$ cat src/rtl/m68k_misc_pkg.sv
// Shared types and decode constants for the group-4 misc data unit.
package m68k_misc_pkg;

  typedef struct packed {
    logic [15:0] op;
    logic [31:0] operand;
    logic [31:0] aux_operand;
    logic [15:0] status;
  } in_item_t;

  typedef struct packed {
    logic [31:0] result;
    logic [1:0]  size_code;
    logic        write_back;
    logic [15:0] new_status;
    logic        take_exception;
    logic [7:0]  vector_number;
    logic        handled;
  } out_item_t;

  // operation classes found by the front end
  typedef enum logic [4:0] {
    CL_NONE, CL_NEGX, CL_CLR, CL_NEG, CL_NOT, CL_TST, CL_TRAPV, CL_TRAP,
    CL_SWAP, CL_EXTW, CL_EXTL, CL_NBCD, CL_CHK, CL_MFSR, CL_MCCR,
    CL_ILLEGAL, CL_TAS
  } op_class_t;

  typedef struct packed {
    op_class_t   cls;
    logic [1:0]  sz;
    logic [3:0]  trap_n;
    logic [31:0] operand;
    logic [15:0] aux_w;
    logic [15:0] status;
  } dec_item_t;

  localparam logic [15:0] OP_ILLEGAL      = 16'h4AFC;
  localparam logic [15:0] OP_TRAPV        = 16'h4E76;
  localparam logic [15:0] OP_TRAP         = 16'h4E40;
  localparam logic [15:0] MASK_NIB        = 16'hFFF0;
  localparam logic [15:0] MASK_REG        = 16'hFFF8;
  localparam logic [15:0] OP_SWAP         = 16'h4840;
  localparam logic [15:0] OP_EXTL         = 16'h48C0;
  localparam logic [15:0] OP_EXTW         = 16'h4880;
  localparam logic [15:0] MASK_EA         = 16'hFFC0;
  localparam logic [15:0] OP_NBCD         = 16'h4800;
  localparam logic [15:0] OP_TAS          = 16'h4AC0;
  localparam logic [15:0] OP_MOVE_CCR     = 16'h44C0;
  localparam logic [15:0] OP_MOVE_FROM_SR = 16'h40C0;
  localparam logic [7:0]  TAS_BIT         = 8'h80;

  localparam logic [7:0] VEC_ILLEGAL = 8'd4;
  localparam logic [7:0] VEC_CHK     = 8'd6;
  localparam logic [7:0] VEC_TRAPV   = 8'd7;
  localparam logic [7:0] VEC_TRAP    = 8'd32;

  localparam int SR_C = 0;
  localparam int SR_V = 1;
  localparam int SR_Z = 2;
  localparam int SR_N = 3;
  localparam int SR_X = 4;

endpackage

$ cat src/rtl/m68k_misc_group_data_unit.sv
// Top level of the group-4 misc data unit: decode, queue, execute.
//  channel | direction | handshake        | payload
//  in_     | input     | in_push/in_full   | in_item (in_item_t)
//  out_    | output    | out_pop/out_empty | out_item (out_item_t)
// One item per cycle sustained while out_pop keeps up; an accepted push reaches
// the output through the decode register, queue write, queue RAM read and execute skid.
// Synchronous active-low reset empties all stages; no clearing pass.
// A stalled out_pop fills the skid, then the queue, then the decode register, then raises in_full.
module m68k_misc_group_data_unit (
  input  logic                     clk,
  input  logic                     rst_n,
  input  logic                     in_push,
  output logic                     in_full,
  input  m68k_misc_pkg::in_item_t  in_item,
  output logic                     out_empty,
  input  logic                     out_pop,
  output m68k_misc_pkg::out_item_t out_item
);
  import m68k_misc_pkg::*;

  logic      in_ready, d_valid, d_ready, q_valid, q_ready, out_valid;
  dec_item_t d_item, q_item;

  assign in_full   = !in_ready;
  assign out_empty = !out_valid;

  m68k_misc_decode u_dec (
    .clk(clk), .rst_n(rst_n), .in_valid(in_push), .in_ready(in_ready),
    .in_item(in_item), .dq_valid(d_valid), .dq_ready(d_ready), .dq_item(d_item)
  );

  m68k_misc_queue u_q (
    .clk(clk), .rst_n(rst_n), .wr_valid(d_valid), .wr_ready(d_ready),
    .wr_item(d_item), .rd_valid(q_valid), .rd_ready(q_ready), .rd_item(q_item)
  );

  m68k_misc_exec u_exe (
    .clk(clk), .rst_n(rst_n), .dq_valid(q_valid), .dq_ready(q_ready),
    .dq_item(q_item), .out_valid(out_valid), .out_ready(out_pop),
    .out_item(out_item)
  );
endmodule

$ cat src/rtl/m68k_misc_ram.sv
// Generic single-write, single-read RAM with registered read data.
module m68k_misc_ram #(
  parameter int WIDTH = 8,
  parameter int DEPTH = 4
) (
  input  logic                     clk,
  input  logic                     we,
  input  logic [$clog2(DEPTH)-1:0] waddr,
  input  logic [WIDTH-1:0]         wdata,
  input  logic [$clog2(DEPTH)-1:0] raddr,
  output logic [WIDTH-1:0]         rdata
);
  logic [WIDTH-1:0] mem [DEPTH];

  always_ff @(posedge clk) begin
    if (we) mem[waddr] <= wdata;
    rdata <= mem[raddr];
  end
endmodule

$ cat src/rtl/m68k_misc_decode.sv
// Front end: classifies the instruction word and registers a decoded beat.
module m68k_misc_decode (
  input  logic                     clk,
  input  logic                     rst_n,
  input  logic                     in_valid,
  output logic                     in_ready,
  input  m68k_misc_pkg::in_item_t  in_item,
  output logic                     dq_valid,
  input  logic                     dq_ready,
  output m68k_misc_pkg::dec_item_t dq_item
);
  import m68k_misc_pkg::*;

  logic      valid_r, valid_nxt;
  dec_item_t item_r;
  dec_item_t dec;
  logic [3:0] opf;
  logic [1:0] szf;
  logic [15:0] op;

  assign in_ready = !valid_r || dq_ready;

  // opcode classification, in priority order
  always_comb begin
    op  = in_item.op;
    opf = op[11:8];
    szf = op[7:6];
    dec.cls     = CL_NONE;
    dec.sz      = 2'd0;
    dec.trap_n  = op[3:0];
    dec.operand = in_item.operand;
    dec.aux_w   = in_item.aux_operand[15:0];
    dec.status  = in_item.status;
    if (op[15:12] != 4'd4) begin
      dec.cls = CL_NONE;
    end else if (szf != 2'd3 && (opf == 4'h0 || opf == 4'h2 || opf == 4'h4 ||
                                 opf == 4'h6 || opf == 4'hA)) begin
      dec.sz = szf;
      case (opf)
        4'h0:    dec.cls = CL_NEGX;
        4'h2:    dec.cls = CL_CLR;
        4'h4:    dec.cls = CL_NEG;
        4'h6:    dec.cls = CL_NOT;
        default: dec.cls = CL_TST;
      endcase
    end else if (op == OP_TRAPV) begin
      dec.cls = CL_TRAPV;
    end else if ((op & MASK_NIB) == OP_TRAP) begin
      dec.cls = CL_TRAP;
    end else if ((op & MASK_REG) == OP_SWAP) begin
      dec.cls = CL_SWAP; dec.sz = 2'd2;
    end else if ((op & MASK_REG) == OP_EXTW) begin
      dec.cls = CL_EXTW; dec.sz = 2'd1;
    end else if ((op & MASK_REG) == OP_EXTL) begin
      dec.cls = CL_EXTL; dec.sz = 2'd2;
    end else if ((op & MASK_EA) == OP_NBCD) begin
      dec.cls = CL_NBCD;
    end else if (op[8:6] == 3'b111) begin
      dec.cls = CL_NONE;
    end else if (op[8:6] == 3'b110) begin
      dec.cls = CL_CHK; dec.sz = 2'd1;
    end else if ((op & MASK_EA) == OP_MOVE_FROM_SR) begin
      dec.cls = CL_MFSR; dec.sz = 2'd1;
    end else if ((op & MASK_EA) == OP_MOVE_CCR) begin
      dec.cls = CL_MCCR; dec.sz = 2'd1;
    end else if (op == OP_ILLEGAL) begin
      dec.cls = CL_ILLEGAL;
    end else if ((op & MASK_EA) == OP_TAS) begin
      dec.cls = CL_TAS;
    end
  end

  always_comb begin
    valid_nxt = valid_r;
    if (in_ready) valid_nxt = in_valid;
  end

  always_ff @(posedge clk) begin
    if (!rst_n) valid_r <= 1'b0;
    else        valid_r <= valid_nxt;
    if (in_valid && in_ready) item_r <= dec;
  end

  assign dq_valid = valid_r;
  assign dq_item  = item_r;
endmodule

$ cat src/rtl/m68k_misc_queue.sv
// Two-entry queue between decode and execute, storage in the generic RAM.
module m68k_misc_queue (
  input  logic                     clk,
  input  logic                     rst_n,
  input  logic                     wr_valid,
  output logic                     wr_ready,
  input  m68k_misc_pkg::dec_item_t wr_item,
  output logic                     rd_valid,
  input  logic                     rd_ready,
  output m68k_misc_pkg::dec_item_t rd_item
);
  import m68k_misc_pkg::*;

  localparam int W = $bits(dec_item_t);

  logic       wp_r, wp_nxt, rp_r, rp_nxt;
  logic [1:0] cnt_r, cnt_nxt;
  logic       out_v_r, out_v_nxt;
  logic       push, fetch, ram_v_r;
  logic [W-1:0] rdata;
  dec_item_t  hold_r;
  logic       use_hold_r;

  // RAM read is registered; a one-entry output latch keeps rd_item stable
  assign wr_ready = (cnt_r != 2'd2);
  assign push     = wr_valid && wr_ready;
  assign fetch    = (cnt_r != 2'd0) && (!out_v_r || rd_ready);

  always_comb begin
    wp_nxt  = wp_r ^ push;
    rp_nxt  = rp_r ^ fetch;
    cnt_nxt = cnt_r + {1'b0, push} - {1'b0, fetch};
    out_v_nxt = fetch ? 1'b1 : (rd_ready ? 1'b0 : out_v_r);
  end

  m68k_misc_ram #(.WIDTH(W), .DEPTH(2)) u_ram (
    .clk(clk), .we(push), .waddr(wp_r), .wdata(wr_item),
    .raddr(rp_r), .rdata(rdata)
  );

  always_ff @(posedge clk) begin
    if (!rst_n) begin
      wp_r <= 1'b0; rp_r <= 1'b0; cnt_r <= 2'd0; out_v_r <= 1'b0;
      ram_v_r <= 1'b0; use_hold_r <= 1'b0;
    end else begin
      wp_r <= wp_nxt; rp_r <= rp_nxt; cnt_r <= cnt_nxt; out_v_r <= out_v_nxt;
      ram_v_r <= fetch;
      use_hold_r <= out_v_nxt && !fetch;
    end
    if (ram_v_r) hold_r <= rdata;
  end

  // write and read of the same slot in one cycle: count gate prevents it
  assign rd_valid = out_v_r;
  assign rd_item  = use_hold_r ? hold_r : dec_item_t'(rdata);
endmodule

$ cat src/rtl/m68k_misc_exec.sv
// Back end: computes result and flags, holds them in a two-entry skid queue.
module m68k_misc_exec (
  input  logic                     clk,
  input  logic                     rst_n,
  input  logic                     dq_valid,
  output logic                     dq_ready,
  input  m68k_misc_pkg::dec_item_t dq_item,
  output logic                     out_valid,
  input  logic                     out_ready,
  output m68k_misc_pkg::out_item_t out_item
);
  import m68k_misc_pkg::*;

  out_item_t  r;
  logic [31:0] m, msb, d, neg, nx;
  logic [7:0]  bb, nb, nbp;
  logic        x;
  logic [15:0] sr;
  logic signed [15:0] bnd, val;

  // size mask and sign bit
  always_comb begin
    case (dq_item.sz)
      2'd0:    begin m = 32'h0000_00FF; msb = 32'h0000_0080; end
      2'd1:    begin m = 32'h0000_FFFF; msb = 32'h0000_8000; end
      default: begin m = 32'hFFFF_FFFF; msb = 32'h8000_0000; end
    endcase
  end

  always_comb begin
    d   = dq_item.operand & m;
    x   = dq_item.status[SR_X];
    sr  = dq_item.status;
    neg = (32'd0 - d) & m;
    nx  = (32'd0 - d - {31'd0, x}) & m;
    bb  = 8'h9A - dq_item.operand[7:0] - {7'd0, x};
    nb  = (bb[3:0] == 4'hA) ? ((bb & 8'hF0) + 8'h10) : bb;
    nbp = bb;
    bnd = dq_item.operand[15:0];
    val = dq_item.aux_w;
    r = '0;
    r.handled = 1'b1;
    r.size_code = dq_item.sz;
    case (dq_item.cls)
      CL_NEGX: begin
        sr[SR_N] = |(nx & msb); sr[SR_V] = |(d & nx & msb);
        sr[SR_C] = |((d | nx) & msb); sr[SR_X] = sr[SR_C];
        if (nx != 32'd0) sr[SR_Z] = 1'b0;
        r.result = nx; r.write_back = 1'b1;
      end
      CL_CLR: begin
        sr[SR_N] = 1'b0; sr[SR_V] = 1'b0; sr[SR_C] = 1'b0; sr[SR_Z] = 1'b1;
        r.write_back = 1'b1;
      end
      CL_NEG: begin
        sr[SR_N] = |(neg & msb); sr[SR_Z] = (neg == 32'd0);
        sr[SR_V] = |(d & neg & msb); sr[SR_C] = (d != 32'd0); sr[SR_X] = sr[SR_C];
        r.result = neg; r.write_back = 1'b1;
      end
      CL_NOT: begin
        r.result = ~d & m; r.write_back = 1'b1;
        sr[SR_N] = |(r.result & msb); sr[SR_Z] = (r.result == 32'd0);
        sr[SR_V] = 1'b0; sr[SR_C] = 1'b0;
      end
      CL_TST: begin
        r.result = d;
        sr[SR_N] = |(d & msb); sr[SR_Z] = (d == 32'd0);
        sr[SR_V] = 1'b0; sr[SR_C] = 1'b0;
      end
      CL_TRAPV: begin
        if (sr[SR_V]) begin r.take_exception = 1'b1; r.vector_number = VEC_TRAPV; end
      end
      CL_TRAP: begin
        r.take_exception = 1'b1;
        r.vector_number  = VEC_TRAP | {4'd0, dq_item.trap_n};
      end
      CL_SWAP: begin
        r.result = {dq_item.operand[15:0], dq_item.operand[31:16]};
        r.write_back = 1'b1;
        sr[SR_N] = r.result[31]; sr[SR_Z] = (r.result == 32'd0);
        sr[SR_V] = 1'b0; sr[SR_C] = 1'b0;
      end
      CL_EXTW: begin
        r.result = {dq_item.operand[31:16], {8{dq_item.operand[7]}},
                    dq_item.operand[7:0]};
        r.write_back = 1'b1;
        sr[SR_N] = dq_item.operand[7]; sr[SR_Z] = (dq_item.operand[7:0] == 8'd0);
        sr[SR_V] = 1'b0; sr[SR_C] = 1'b0;
      end
      CL_EXTL: begin
        r.result = {{16{dq_item.operand[15]}}, dq_item.operand[15:0]};
        r.write_back = 1'b1;
        sr[SR_N] = dq_item.operand[15]; sr[SR_Z] = (dq_item.operand[15:0] == 16'd0);
        sr[SR_V] = 1'b0; sr[SR_C] = 1'b0;
      end
      CL_NBCD: begin
        sr[SR_N] = 1'b0; sr[SR_V] = 1'b0; sr[SR_C] = 1'b0; sr[SR_X] = 1'b0;
        if (bb != 8'h9A) begin
          sr[SR_N] = nb[7]; sr[SR_V] = ~nbp[7] & nb[7];
          sr[SR_C] = 1'b1; sr[SR_X] = 1'b1;
          if (nb != 8'd0) sr[SR_Z] = 1'b0;
          r.result = {24'd0, nb};
        end
        r.write_back = 1'b1;
      end
      CL_CHK: begin
        sr[SR_N] = val[15]; sr[SR_Z] = 1'b0; sr[SR_V] = 1'b0; sr[SR_C] = 1'b0;
        if (val[15] || val > bnd) begin
          r.take_exception = 1'b1; r.vector_number = VEC_CHK;
        end
      end
      CL_MFSR: begin
        r.result = {16'd0, dq_item.status}; r.write_back = 1'b1;
      end
      CL_MCCR: begin
        sr = {dq_item.status[15:8], 3'd0, dq_item.operand[4:0]};
      end
      CL_ILLEGAL: begin
        r.take_exception = 1'b1; r.vector_number = VEC_ILLEGAL;
      end
      CL_TAS: begin
        r.result = {24'd0, dq_item.operand[7:0] | TAS_BIT}; r.write_back = 1'b1;
        sr[SR_N] = dq_item.operand[7]; sr[SR_Z] = (dq_item.operand[7:0] == 8'd0);
        sr[SR_V] = 1'b0; sr[SR_C] = 1'b0;
      end
      default: begin
        r.handled = 1'b0; r.size_code = 2'd0;
      end
    endcase
    r.new_status = sr;
  end

  // two-entry output skid: main slot plus spare
  logic      v0_r, v1_r;
  out_item_t s0_r, s1_r;
  logic      take, pop;

  assign dq_ready = !v1_r;
  assign take     = dq_valid && dq_ready;
  assign pop      = v0_r && out_ready;

  always_ff @(posedge clk) begin
    if (!rst_n) begin
      v0_r <= 1'b0; v1_r <= 1'b0;
    end else begin
      if (pop) begin
        v0_r <= v1_r || take;
        v1_r <= v1_r && take;
      end else if (take) begin
        v0_r <= 1'b1;
        v1_r <= v0_r;
      end
    end
    if (pop) begin
      s0_r <= v1_r ? s1_r : r;
      if (v1_r) s1_r <= r;
    end else if (take) begin
      if (v0_r) s1_r <= r;
      else      s0_r <= r;
    end
  end

  assign out_valid = v0_r;
  assign out_item  = s0_r;
endmodule

$ cat config.mk
export PLATFORM = sky130hd
export DESIGN_NAME = m68k_misc_group_data_unit
export DESIGN_NICKNAME = d
export VERILOG_FILES = /design/src/rtl/m68k_misc_pkg.sv /design/src/rtl/m68k_misc_group_data_unit.sv /design/src/rtl/m68k_misc_ram.sv /design/src/rtl/m68k_misc_decode.sv /design/src/rtl/m68k_misc_queue.sv /design/src/rtl/m68k_misc_exec.sv
export SDC_FILE = /design/constraint.sdc
export NUM_CORES = 1
export LEC_CHECK = 0
export BUFFER_PORTS_ARGS = -buffer_cell sky130_fd_sc_hd__buf_2
export CAP_MARGIN = 20
export CORE_ASPECT_RATIO = 1.2
export CORE_UTILIZATION = 61
export CTS_CLUSTER_DIAMETER = 150
export DETAILED_ROUTE_END_ITERATION = 6
export GPL_ROUTABILITY_DRIVEN = 0
export HOLD_SLACK_MARGIN = 0.08
export PLACE_DENSITY = 0.8
export SLEW_MARGIN = 15
export SYNTH_ARGS = -nofsm -noshare
export SYNTH_HDL_FRONTEND = slang
export SYNTH_SLANG_ARGS = --single-unit
$ cat constraint.sdc
create_clock -name clk -period 8.58 [get_ports clk]
set_input_delay 1.287 -clock clk [delete_from_list [all_inputs] [get_ports clk]]
set_output_delay 1.287 -clock clk [all_outputs]
set_load 0.02 [all_outputs]
==> flow_metrics.env, run 1 <==
export IMPL_outcome="finished, violations left"
export IMPL_violations_in_the_final_reports="design-rule violations"
export IMPL_ctsResizeCount=0
export IMPL_die_ht_um=214
export IMPL_cts_root_buffer_cell="sky130_fd_sc_hd__clkbuf_16"
export IMPL_timing_critical_path_mode_cell="sky130_fd_sc_hd__o21ai_0"
export IMPL_clock_sink_count=501
export IMPL_grt_antenna_before_repair=0
export IMPL_synth_seq_cells=501
export IMPL_io_buffers=143
export IMPL_grt_first_pass_wirelength_um=84700
export IMPL_maximum_capacitance_violations=0
export IMPL_seq_total_area_yosys_pct=62.0
export IMPL_viasPerCell=6.50
export IMPL_drive_gt1_share_pct=21.6
export IMPL_core_area_um2=36900
export IMPL_postSynthAreaPerCell_um2=12.8
export IMPL_worstReg2RegStart="u_q.use_hold_r"
export IMPL_cts_tree="built"
export IMPL_crit_type="flip-flop to flip-flop"
export IMPL_maximum_number_of_pins_on_one_net_before_global_route_repair=77
export IMPL_synthToLayoutAreaGrowth_pct=12.4
export IMPL_top_ff_cell_synth="sky130_fd_sc_hd__edfxtp_1"
export IMPL_fin_worst_skew_ns=0.0201
export IMPL_min_period_ns=6.31
export IMPL_final_hold_violation_count=0
export IMPL_clk_transition_reported_paths_ns=0.06
export IMPL_timing_max_transition_violations_final=0
export IMPL_top_level_ports=163
export IMPL_crit_path_max_fanout=64
export IMPL_rsz0062_at_grt="false"
export IMPL_synth_area_um2=22900
export IMPL_route_antenna_remaining_nets=0
export IMPL_number_of_cts_inserted_buffers=47
export IMPL_yosysWarnings=0
export IMPL_synth_enable_flop_cells=416
export IMPL_setup_viol=0
export IMPL_cp_data_arrival_time_ns=6.60
export IMPL_power_total_uw=7880
export IMPL_detail_route_iter0_violations=2193
export IMPL_crit_required_ns=8.87
export IMPL_ir_drop_v=0.000177
export IMPL_dp_hpwl_um=36700
export IMPL_timing_critical_path_slowest_cell_delay_ns=0.91
export IMPL_min_from="u_q.u_ram.rdata[23]"
export IMPL_die_area_um2=38300
export IMPL_async_flop_share_pct=0
export IMPL_regToRegSetupSlack_ns=2.27
export IMPL_tightestPinTransition_ns=1.21
export IMPL_cellLeakagePower_uw=0.00908
export IMPL_synth_top_area_share_pct=54.6
export IMPL_grt_util_all_layers_pct=28.8
export IMPL_drt_pre_antenna_iters=7
export IMPL_syn_inst=1788
export IMPL_worstSetupStartpointType="flip-flop"
export IMPL_drt_wl_total_um=54100
export IMPL_tns_ns=0
export IMPL_hold_path_cell_count=0
export IMPL_post_route_period_util_pct=73.5
export IMPL_area_leader_netlist="sky130_fd_sc_hd__edfxtp_1"
export IMPL_worst_r2r_path_depth=13
export IMPL_grt_overflow_total=0
export IMPL_top_achievable_clock_speed_ghz=0.159
export IMPL_later_pin_clock_latency_in_the_skew_report_ns=0.57
export IMPL_die_w_um=179
export IMPL_rr_endpoint="u_exe.out_item[11]"
export IMPL_min_path_type="flip-flop to flip-flop"
export IMPL_cts_root_to_sink_buffers=3
export IMPL_worst_hold_path_endpoint="u_q.hold_r[23]"
export IMPL_num_rows=77
export IMPL_cts_h_tree_depth=2
export IMPL_synth_lib_cells_used_distinct=104
export IMPL_timing_slew_headroom_pct=19.5
export IMPL_routed_via_count=15900
export IMPL_final_net_count=2063
export IMPL_grt_pass1_vias=15200
export IMPL_antenna_cells=0
export IMPL_number_of_hold_repair_buffers_added_at_the_cts_stage=0
export IMPL_synth_area_top_cells="sky130_fd_sc_hd__edfxtp_1 55%, sky130_fd_sc_hd__dfxtp_1 7.4%, sky130_fd_sc_hd__mux2_2 5.9%, sky130_fd_sc_hd__nor2_1 3.1%, sky130_fd_sc_hd__mux2i_1 2.4%"
export IMPL_initial_standard_cell_utilization_of_the_core_pct=62.0
export IMPL_wire_per_inst_um=22.2
export IMPL_pwr_density_cell_nw_per_um2=307
export IMPL_cp_cell_sequence="mux2i_4 -> ha_1 -> nor4b_2 -> o2111a_1 -> o21ai_2 -> nor2_1 -> o221ai_1 -> or3_1 -> nand4bb_1 -> xnor2_1 -> o21ai_0 -> a221oi_1 -> o21ai_0"
export IMPL_worstSetupEndpointType="flip-flop"
export IMPL_cp_slowest_cell="sky130_fd_sc_hd__dfxtp_4"
export IMPL_drt_drc_violations_left=20
export IMPL_post_cts_buffers=0
[logic make-up (layout without fill, tap and decap cells)]
kind of cell,count (synthesis),count (layout),share of synthesized area (%)
AO/OA/AOI/OAI,354,354,11.0
adder cells (fa/ha/maj),36,36,2.00
AND/OR/NAND/NOR,557,557,12.2
multiplexers,179,179,8.63
flip-flops,501,501,62.0
XOR/XNOR,50,50,1.91
buffers and inverters,110,285,2.21
other,1,3,0.0164
[report_power, final]
| group | internal, uW | switching (uW) |
|---|---|---|
| Combinational | 788 | 1510 |
| Clock | 1280 | 876 |
| Sequential | 3180 | 245 |
| Total | 5250 | 2640 |
[layout make-up]
| class | count | area, um2 |
|---|---|---|
| multi-input combinational | 1179 | 8270 |
| tap | 474 | 593 |
| clock inverter | 22 | 295 |
| fill | 2504 | 11200 |
| sequential | 501 | 14200 |
| inverter | 35 | 131 |
| timing repair buffer | 163 | 886 |
| clock buffer | 65 | 1330 |
[cell usage after synthesis, drive strengths merged (28+ instances only)]
master	count
a21oi	71
buf	28
clkbuf	47
dfxtp	85
edfxtp	416
ha	35
inv	34
mux2	121
mux2i	58
nand2	124
nand3	32
nor2	189
nor3	41
o21ai	69
xnor2	39
[critical path: cells and delay by family, from the launching register on]
kind	cells	cell delay, ns
XOR/XNOR	1	0.57
flip-flops	1	0.91
AO/OA/AOI/OAI	6	1.81
AND/OR/NAND/NOR	4	1.71
multiplexers	1	0.59
adder cells (fa/ha/maj)	1	0.41
[flip-flops by register name, indices dropped and copies added, names as in the netlist]
name and count:
u_q.cnt_r 2, u_q.ram_v_r 1, u_dec.dq_item 75, u_exe.s1_r 58
u_q.use_hold_r 1, u_q.wp_r 1, u_dec.dq_valid 1, u_q.rd_valid 1
u_q.hold_r 75, u_exe.out_valid 1, u_q.u_ram.rdata 75, u_exe.v1_r 1
u_q.rp_r 1, u_q.u_ram.mem 150, u_exe.out_item 58
[worst max path at each step]
stage                        start  cells past startpoint                 end  slack (ns)
floorplan           u_q.use_hold_r                     25  u_exe.out_item[12]        1.68
detailed placement  u_q.use_hold_r                     13  u_exe.out_item[12]        2.52
CTS                 u_q.use_hold_r                     13  u_exe.out_item[12]        2.49
finish              u_q.use_hold_r                     13  u_exe.out_item[11]        2.27
global route        u_q.use_hold_r                     13  u_exe.out_item[12]        2.12
global placement    u_q.use_hold_r                     13  u_exe.out_item[12]        2.61
[metal layers]
layer  share of wire (%)  routed length [um]  global-route usage, %
met2                  46               24700                   44.5
met4                 5.4                2940                   12.6
met5                   0                   0                      0
met1                  39               21100                   38.3
met3                  10                5400                   7.73
[stage by stage]
stage          hold slack, ns  cell area [um2]  instances  setup slack (ns)  util [%]
2_1_floorplan           0.404            22900       1790              1.68         -
3_5_place_dp            0.416            24000       2351              2.52      65.2
5_1_grt                 0.444            25700       2439              2.12      69.7
4_1_cts                 0.431            25700       2438              2.49      69.6
3_3_place_gp            0.415            24000       2351              2.61      65.2
6_report                0.431            25700       2439              2.27      69.7
[cells in the final DEF (no fill, tap or decap), types with 13 or more instances in the layout]
cell type	count
sky130_fd_sc_hd__o31ai_1	13
sky130_fd_sc_hd__inv_1	33
sky130_fd_sc_hd__edfxtp_1	416
sky130_fd_sc_hd__o22ai_1	20
sky130_fd_sc_hd__o221ai_1	16
sky130_fd_sc_hd__dfxtp_1	82
sky130_fd_sc_hd__buf_2	143
sky130_fd_sc_hd__xnor2_1	39
sky130_fd_sc_hd__nor3_1	41
sky130_fd_sc_hd__nor4_1	24
sky130_fd_sc_hd__mux2i_1	50
sky130_fd_sc_hd__nand3_1	31
sky130_fd_sc_hd__mux2_2	120
sky130_fd_sc_hd__a211oi_1	19
sky130_fd_sc_hd__clkbuf_16	47
sky130_fd_sc_hd__o21ai_0	65
sky130_fd_sc_hd__ha_1	33
sky130_fd_sc_hd__a21oi_1	71
sky130_fd_sc_hd__and2_1	14
sky130_fd_sc_hd__and3_1	15
sky130_fd_sc_hd__buf_4	19
sky130_fd_sc_hd__nor2_1	188
sky130_fd_sc_hd__nand2_1	124
sky130_fd_sc_hd__or3_1	21
(Power assumes the default switching activity.)
==> run 2, diff against run 1 <==
--- a/config.mk
+++ b/config.mk
@@ -8,12 +8,12 @@
 export BUFFER_PORTS_ARGS = -buffer_cell sky130_fd_sc_hd__buf_2
 export CAP_MARGIN = 20
 export CORE_ASPECT_RATIO = 1.2
-export CORE_UTILIZATION = 61
+export CORE_UTILIZATION = 55
 export CTS_CLUSTER_DIAMETER = 150
 export DETAILED_ROUTE_END_ITERATION = 6
 export GPL_ROUTABILITY_DRIVEN = 0
 export HOLD_SLACK_MARGIN = 0.08
-export PLACE_DENSITY = 0.8
+export PLACE_DENSITY = 0.77
 export SLEW_MARGIN = 15
 export SYNTH_ARGS = -nofsm -noshare
 export SYNTH_HDL_FRONTEND = slang
==> constraint.sdc (replaced) <==
create_clock -name clk -period 5.1 [get_ports clk]
set_input_delay 0.765 -clock clk [delete_from_list [all_inputs] [get_ports clk]]
set_output_delay 0.765 -clock clk [all_outputs]
set_load 0.02 [all_outputs]
==> run 2 against run 1 <==
The run still ends with design-rule violations left. Total power increased by 68%. Via count is 1.3% higher. First-iteration DRC count shrank 22%. Clock-buffer cell count unchanged. Sequential share of layout area shrank 1.3 points.
==> flow_metrics.env, run 2 (synthesis results as in run 1) <==
export IMPL_top_level_ports=163
export IMPL_clockPowerShare_pct=25.4
export IMPL_die_area_um2=42400
export IMPL_viasPerCell=6.23
export IMPL_grt_overflow_total=0
export IMPL_rsz0062_at_grt="false"
export IMPL_worstSetupStartpointType="flip-flop"
export IMPL_cp_startpoint="u_q.use_hold_r"
export IMPL_worstSetupEndpointType="flip-flop"
export IMPL_final_cell_mix="416 x sky130_fd_sc_hd__edfxtp_1, 186 x sky130_fd_sc_hd__nor2_1, 143 x sky130_fd_sc_hd__buf_2, 124 x sky130_fd_sc_hd__nand2_1, 119 x sky130_fd_sc_hd__mux2_2"
export IMPL_clk_transition_reported_paths_ns=0.07
export IMPL_final_hold_violation_count=0
export IMPL_multiInputGateArea_um2=8410
export IMPL_top_achievable_clock_speed_ghz=0.200
export IMPL_drt_drc_violations_left=150
export IMPL_rr_endpoint="u_exe.out_item[12]"
export IMPL_detail_route_iter0_violations=1713
export IMPL_later_pin_clock_latency_in_the_skew_report_ns=0.57
export IMPL_cellLeakagePower_uw=0.00943
export IMPL_swShare_pct=33.9
export IMPL_dp_hpwl_um=38500
export IMPL_timing_final_ws_setup_ns=0.105
export IMPL_fin_worst_hold_slack_ns=0.373
export IMPL_met1Wirelength_um=21900
export IMPL_maximum_number_of_pins_on_one_net_before_global_route_repair=76
export IMPL_initial_standard_cell_utilization_of_the_core_pct=56.0
export IMPL_setup_viol=0
export IMPL_largest_register="u_q.u_ram.mem"
export IMPL_cts_root_buffer_cell="sky130_fd_sc_hd__clkbuf_16"
export IMPL_p_comb_share_pct=31.1
export IMPL_power_sequential_fraction_pct=43.5
export IMPL_timing_slew_headroom_pct=26.5
export IMPL_regToRegSetupSlack_ns=0.10
export IMPL_drt_pre_antenna_iters=7
export IMPL_cts_h_tree_depth=2
export IMPL_synthToLayoutAreaGrowth_pct=15.2
export IMPL_core_area_um2=40800
export IMPL_register_area_um2=14200
export IMPL_timing_max_transition_violations_final=0
export IMPL_crit_type="flip-flop to flip-flop"
export IMPL_layout_cells_most_common="sky130_fd_sc_hd__edfxtp_1"
export IMPL_drive_gt1_share_pct=25.0
export IMPL_grt_first_pass_wirelength_um=85700
export IMPL_worst_r2r_path_depth=17
export IMPL_outcome="finished, violations left"
export IMPL_drt_wl_total_um=55300
export IMPL_violations_in_the_final_reports="design-rule violations"
export IMPL_min_period_ns=5.00
export IMPL_routed_via_count=16100
export IMPL_number_of_hold_repair_buffers_added_at_the_cts_stage=0
export IMPL_worstReg2RegStart="u_q.use_hold_r"
export IMPL_final_net_count=2137
export IMPL_final_core_utilization_pct=64.5
export IMPL_crit_required_ns=5.53
export IMPL_clock_sink_count=501
export IMPL_power_total_uw=13200
export IMPL_cts_root_to_sink_buffers=3
export IMPL_ir_drop_v=0.000374
export IMPL_pwr_density_cell_nw_per_um2=502
export IMPL_dp_slack_ns=0.282
export IMPL_post_cts_buffers=0
export IMPL_dr_wl_met2_um=25000
export IMPL_ctsResizeCount=0
export IMPL_detailroute_wirelength_met3_um=5090
export IMPL_grt_util_all_layers_pct=26.0
export IMPL_die_ht_um=225
export IMPL_grt_antenna_before_repair=0
export IMPL_maximum_capacitance_violations=0
export IMPL_crit_path_max_fanout=55
export IMPL_power_net_switching_uw=4490
export IMPL_fillers=2972
export IMPL_cp_data_arrival_time_ns=5.42
export IMPL_antenna_cells=0
export IMPL_largest_register_ff_count=150
export IMPL_fin_worst_skew_ns=0.0246
export IMPL_num_rows=81
export IMPL_cts_tree="built"
export IMPL_tightestPinTransition_ns=1.10
export IMPL_grt_pass1_vias=15500
export IMPL_intPower_uw=8750
export IMPL_route_antenna_remaining_nets=0
export IMPL_min_path_type="input pin to flip-flop"
export IMPL_highest_signal_layer="met4"
export IMPL_end_point_of_the_critical_path="u_exe.out_item[12]"
export IMPL_die_w_um=188
export IMPL_number_of_cts_inserted_buffers=47
export IMPL_post_route_period_util_pct=97.9
export IMPL_io_buffers=143
export IMPL_wire_per_inst_um=21.4
==> run 2: changes by cell type in the layout (fill, tap and decap cells not counted), moves of 3 or more <==
| cell | delta |
|---|---|
| sky130_fd_sc_hd__clkbuf_8 | -6 |
| sky130_fd_sc_hd__bufinv_16 | -4 |
| sky130_fd_sc_hd__clkinv_2 | +4 |
| sky130_fd_sc_hd__buf_4 | +74 |
| sky130_fd_sc_hd__clkbuf_1 | +5 |
| sky130_fd_sc_hd__nor4_1 | -3 |
| sky130_fd_sc_hd__mux2i_2 | -3 |
==> run 2: layer usage <==
layer | track usage [%] | vias to the layer above
met2 | 41.5 | 918
met5 | 0 | -
met3 | 5.62 | 266
met4 | 13.5 | 0
li1 | - | 7293
met1 | 33.5 | 7582
==> run 2: worst min path at each step <==
stage / slack, ns / start / cells past startpoint / endpoint
finish: 0.37 / in_item[14] / 1 / u_dec.dq_item[14]
global route: 0.35 / in_item[22] / 1 / u_dec.dq_item[22]
CTS: 0.35 / in_item[69] / 1 / u_dec.dq_item[53]
detailed placement: 0.41 / u_q.u_ram.rdata[15] / 0 / u_q.hold_r[15]
global placement: 0.41 / u_q.u_ram.rdata[12] / 0 / u_q.hold_r[12]
floorplan: 0.40 / u_q.u_ram.rdata[12] / 0 / u_q.hold_r[12]
==> run 2: cell type report <==
cell class / instances / area share, %
clock inverters: 23 / 0.783
well taps: 539 / 2.56
inverters: 35 / 0.498
flip-flops and latches: 501 / 53.9
multi-input cells: 1179 / 31.9
repair buffers: 237 / 5.44
clock buffers: 65 / 4.91
==> run 2: worst max-delay path: stages (launching register included) <==
cell and delay, ns:
sky130_fd_sc_hd__dfxtp_4 0.53, sky130_fd_sc_hd__buf_12 0.29, sky130_fd_sc_hd__mux2_2 0.38, sky130_fd_sc_hd__inv_1 0.07, sky130_fd_sc_hd__ha_1 0.20, sky130_fd_sc_hd__ha_1 0.23, sky130_fd_sc_hd__fa_1 0.46, sky130_fd_sc_hd__nor3_1 0.31
sky130_fd_sc_hd__xnor2_1 0.19, sky130_fd_sc_hd__inv_1 0.10, sky130_fd_sc_hd__nor4_1 0.50, sky130_fd_sc_hd__xnor2_1 0.22, sky130_fd_sc_hd__nand4_1 0.12, sky130_fd_sc_hd__a2111oi_0 0.64, sky130_fd_sc_hd__nor2_1 0.18, sky130_fd_sc_hd__o21ai_0 0.18
sky130_fd_sc_hd__a22oi_1 0.11, sky130_fd_sc_hd__o21ai_1 0.11
==> run 2: per-stage QoR <==
| step | area, um2 | TNS, ns | std cells |
|---|---|---|---|
| 2_1_floorplan | 23100 | -8.13 | 1790 |
| 3_3_place_gp | 24800 | 0 | 2491 |
| 3_5_place_dp | 24800 | 0 | 2491 |
| 4_1_cts | 26300 | 0 | 2579 |
| 5_1_grt | 26400 | 0 | 2579 |
| 6_report | 26400 | 0 | 2579 |
==> run 2: power by group through the flow <==
| stage | logic (uW) | registers, uW | clock network (uW) |
|---|---|---|---|
| 2_1_floorplan | 2450 | 5900 | 0 |
| 3_3_place_gp | 3810 | 5800 | 0 |
| 3_5_place_dp | 3930 | 5850 | 0 |
| 4_1_cts | 3960 | 5770 | 3430 |
| 5_1_grt | 4370 | 5840 | 3570 |
| 6_report | 4110 | 5760 | 3370 |
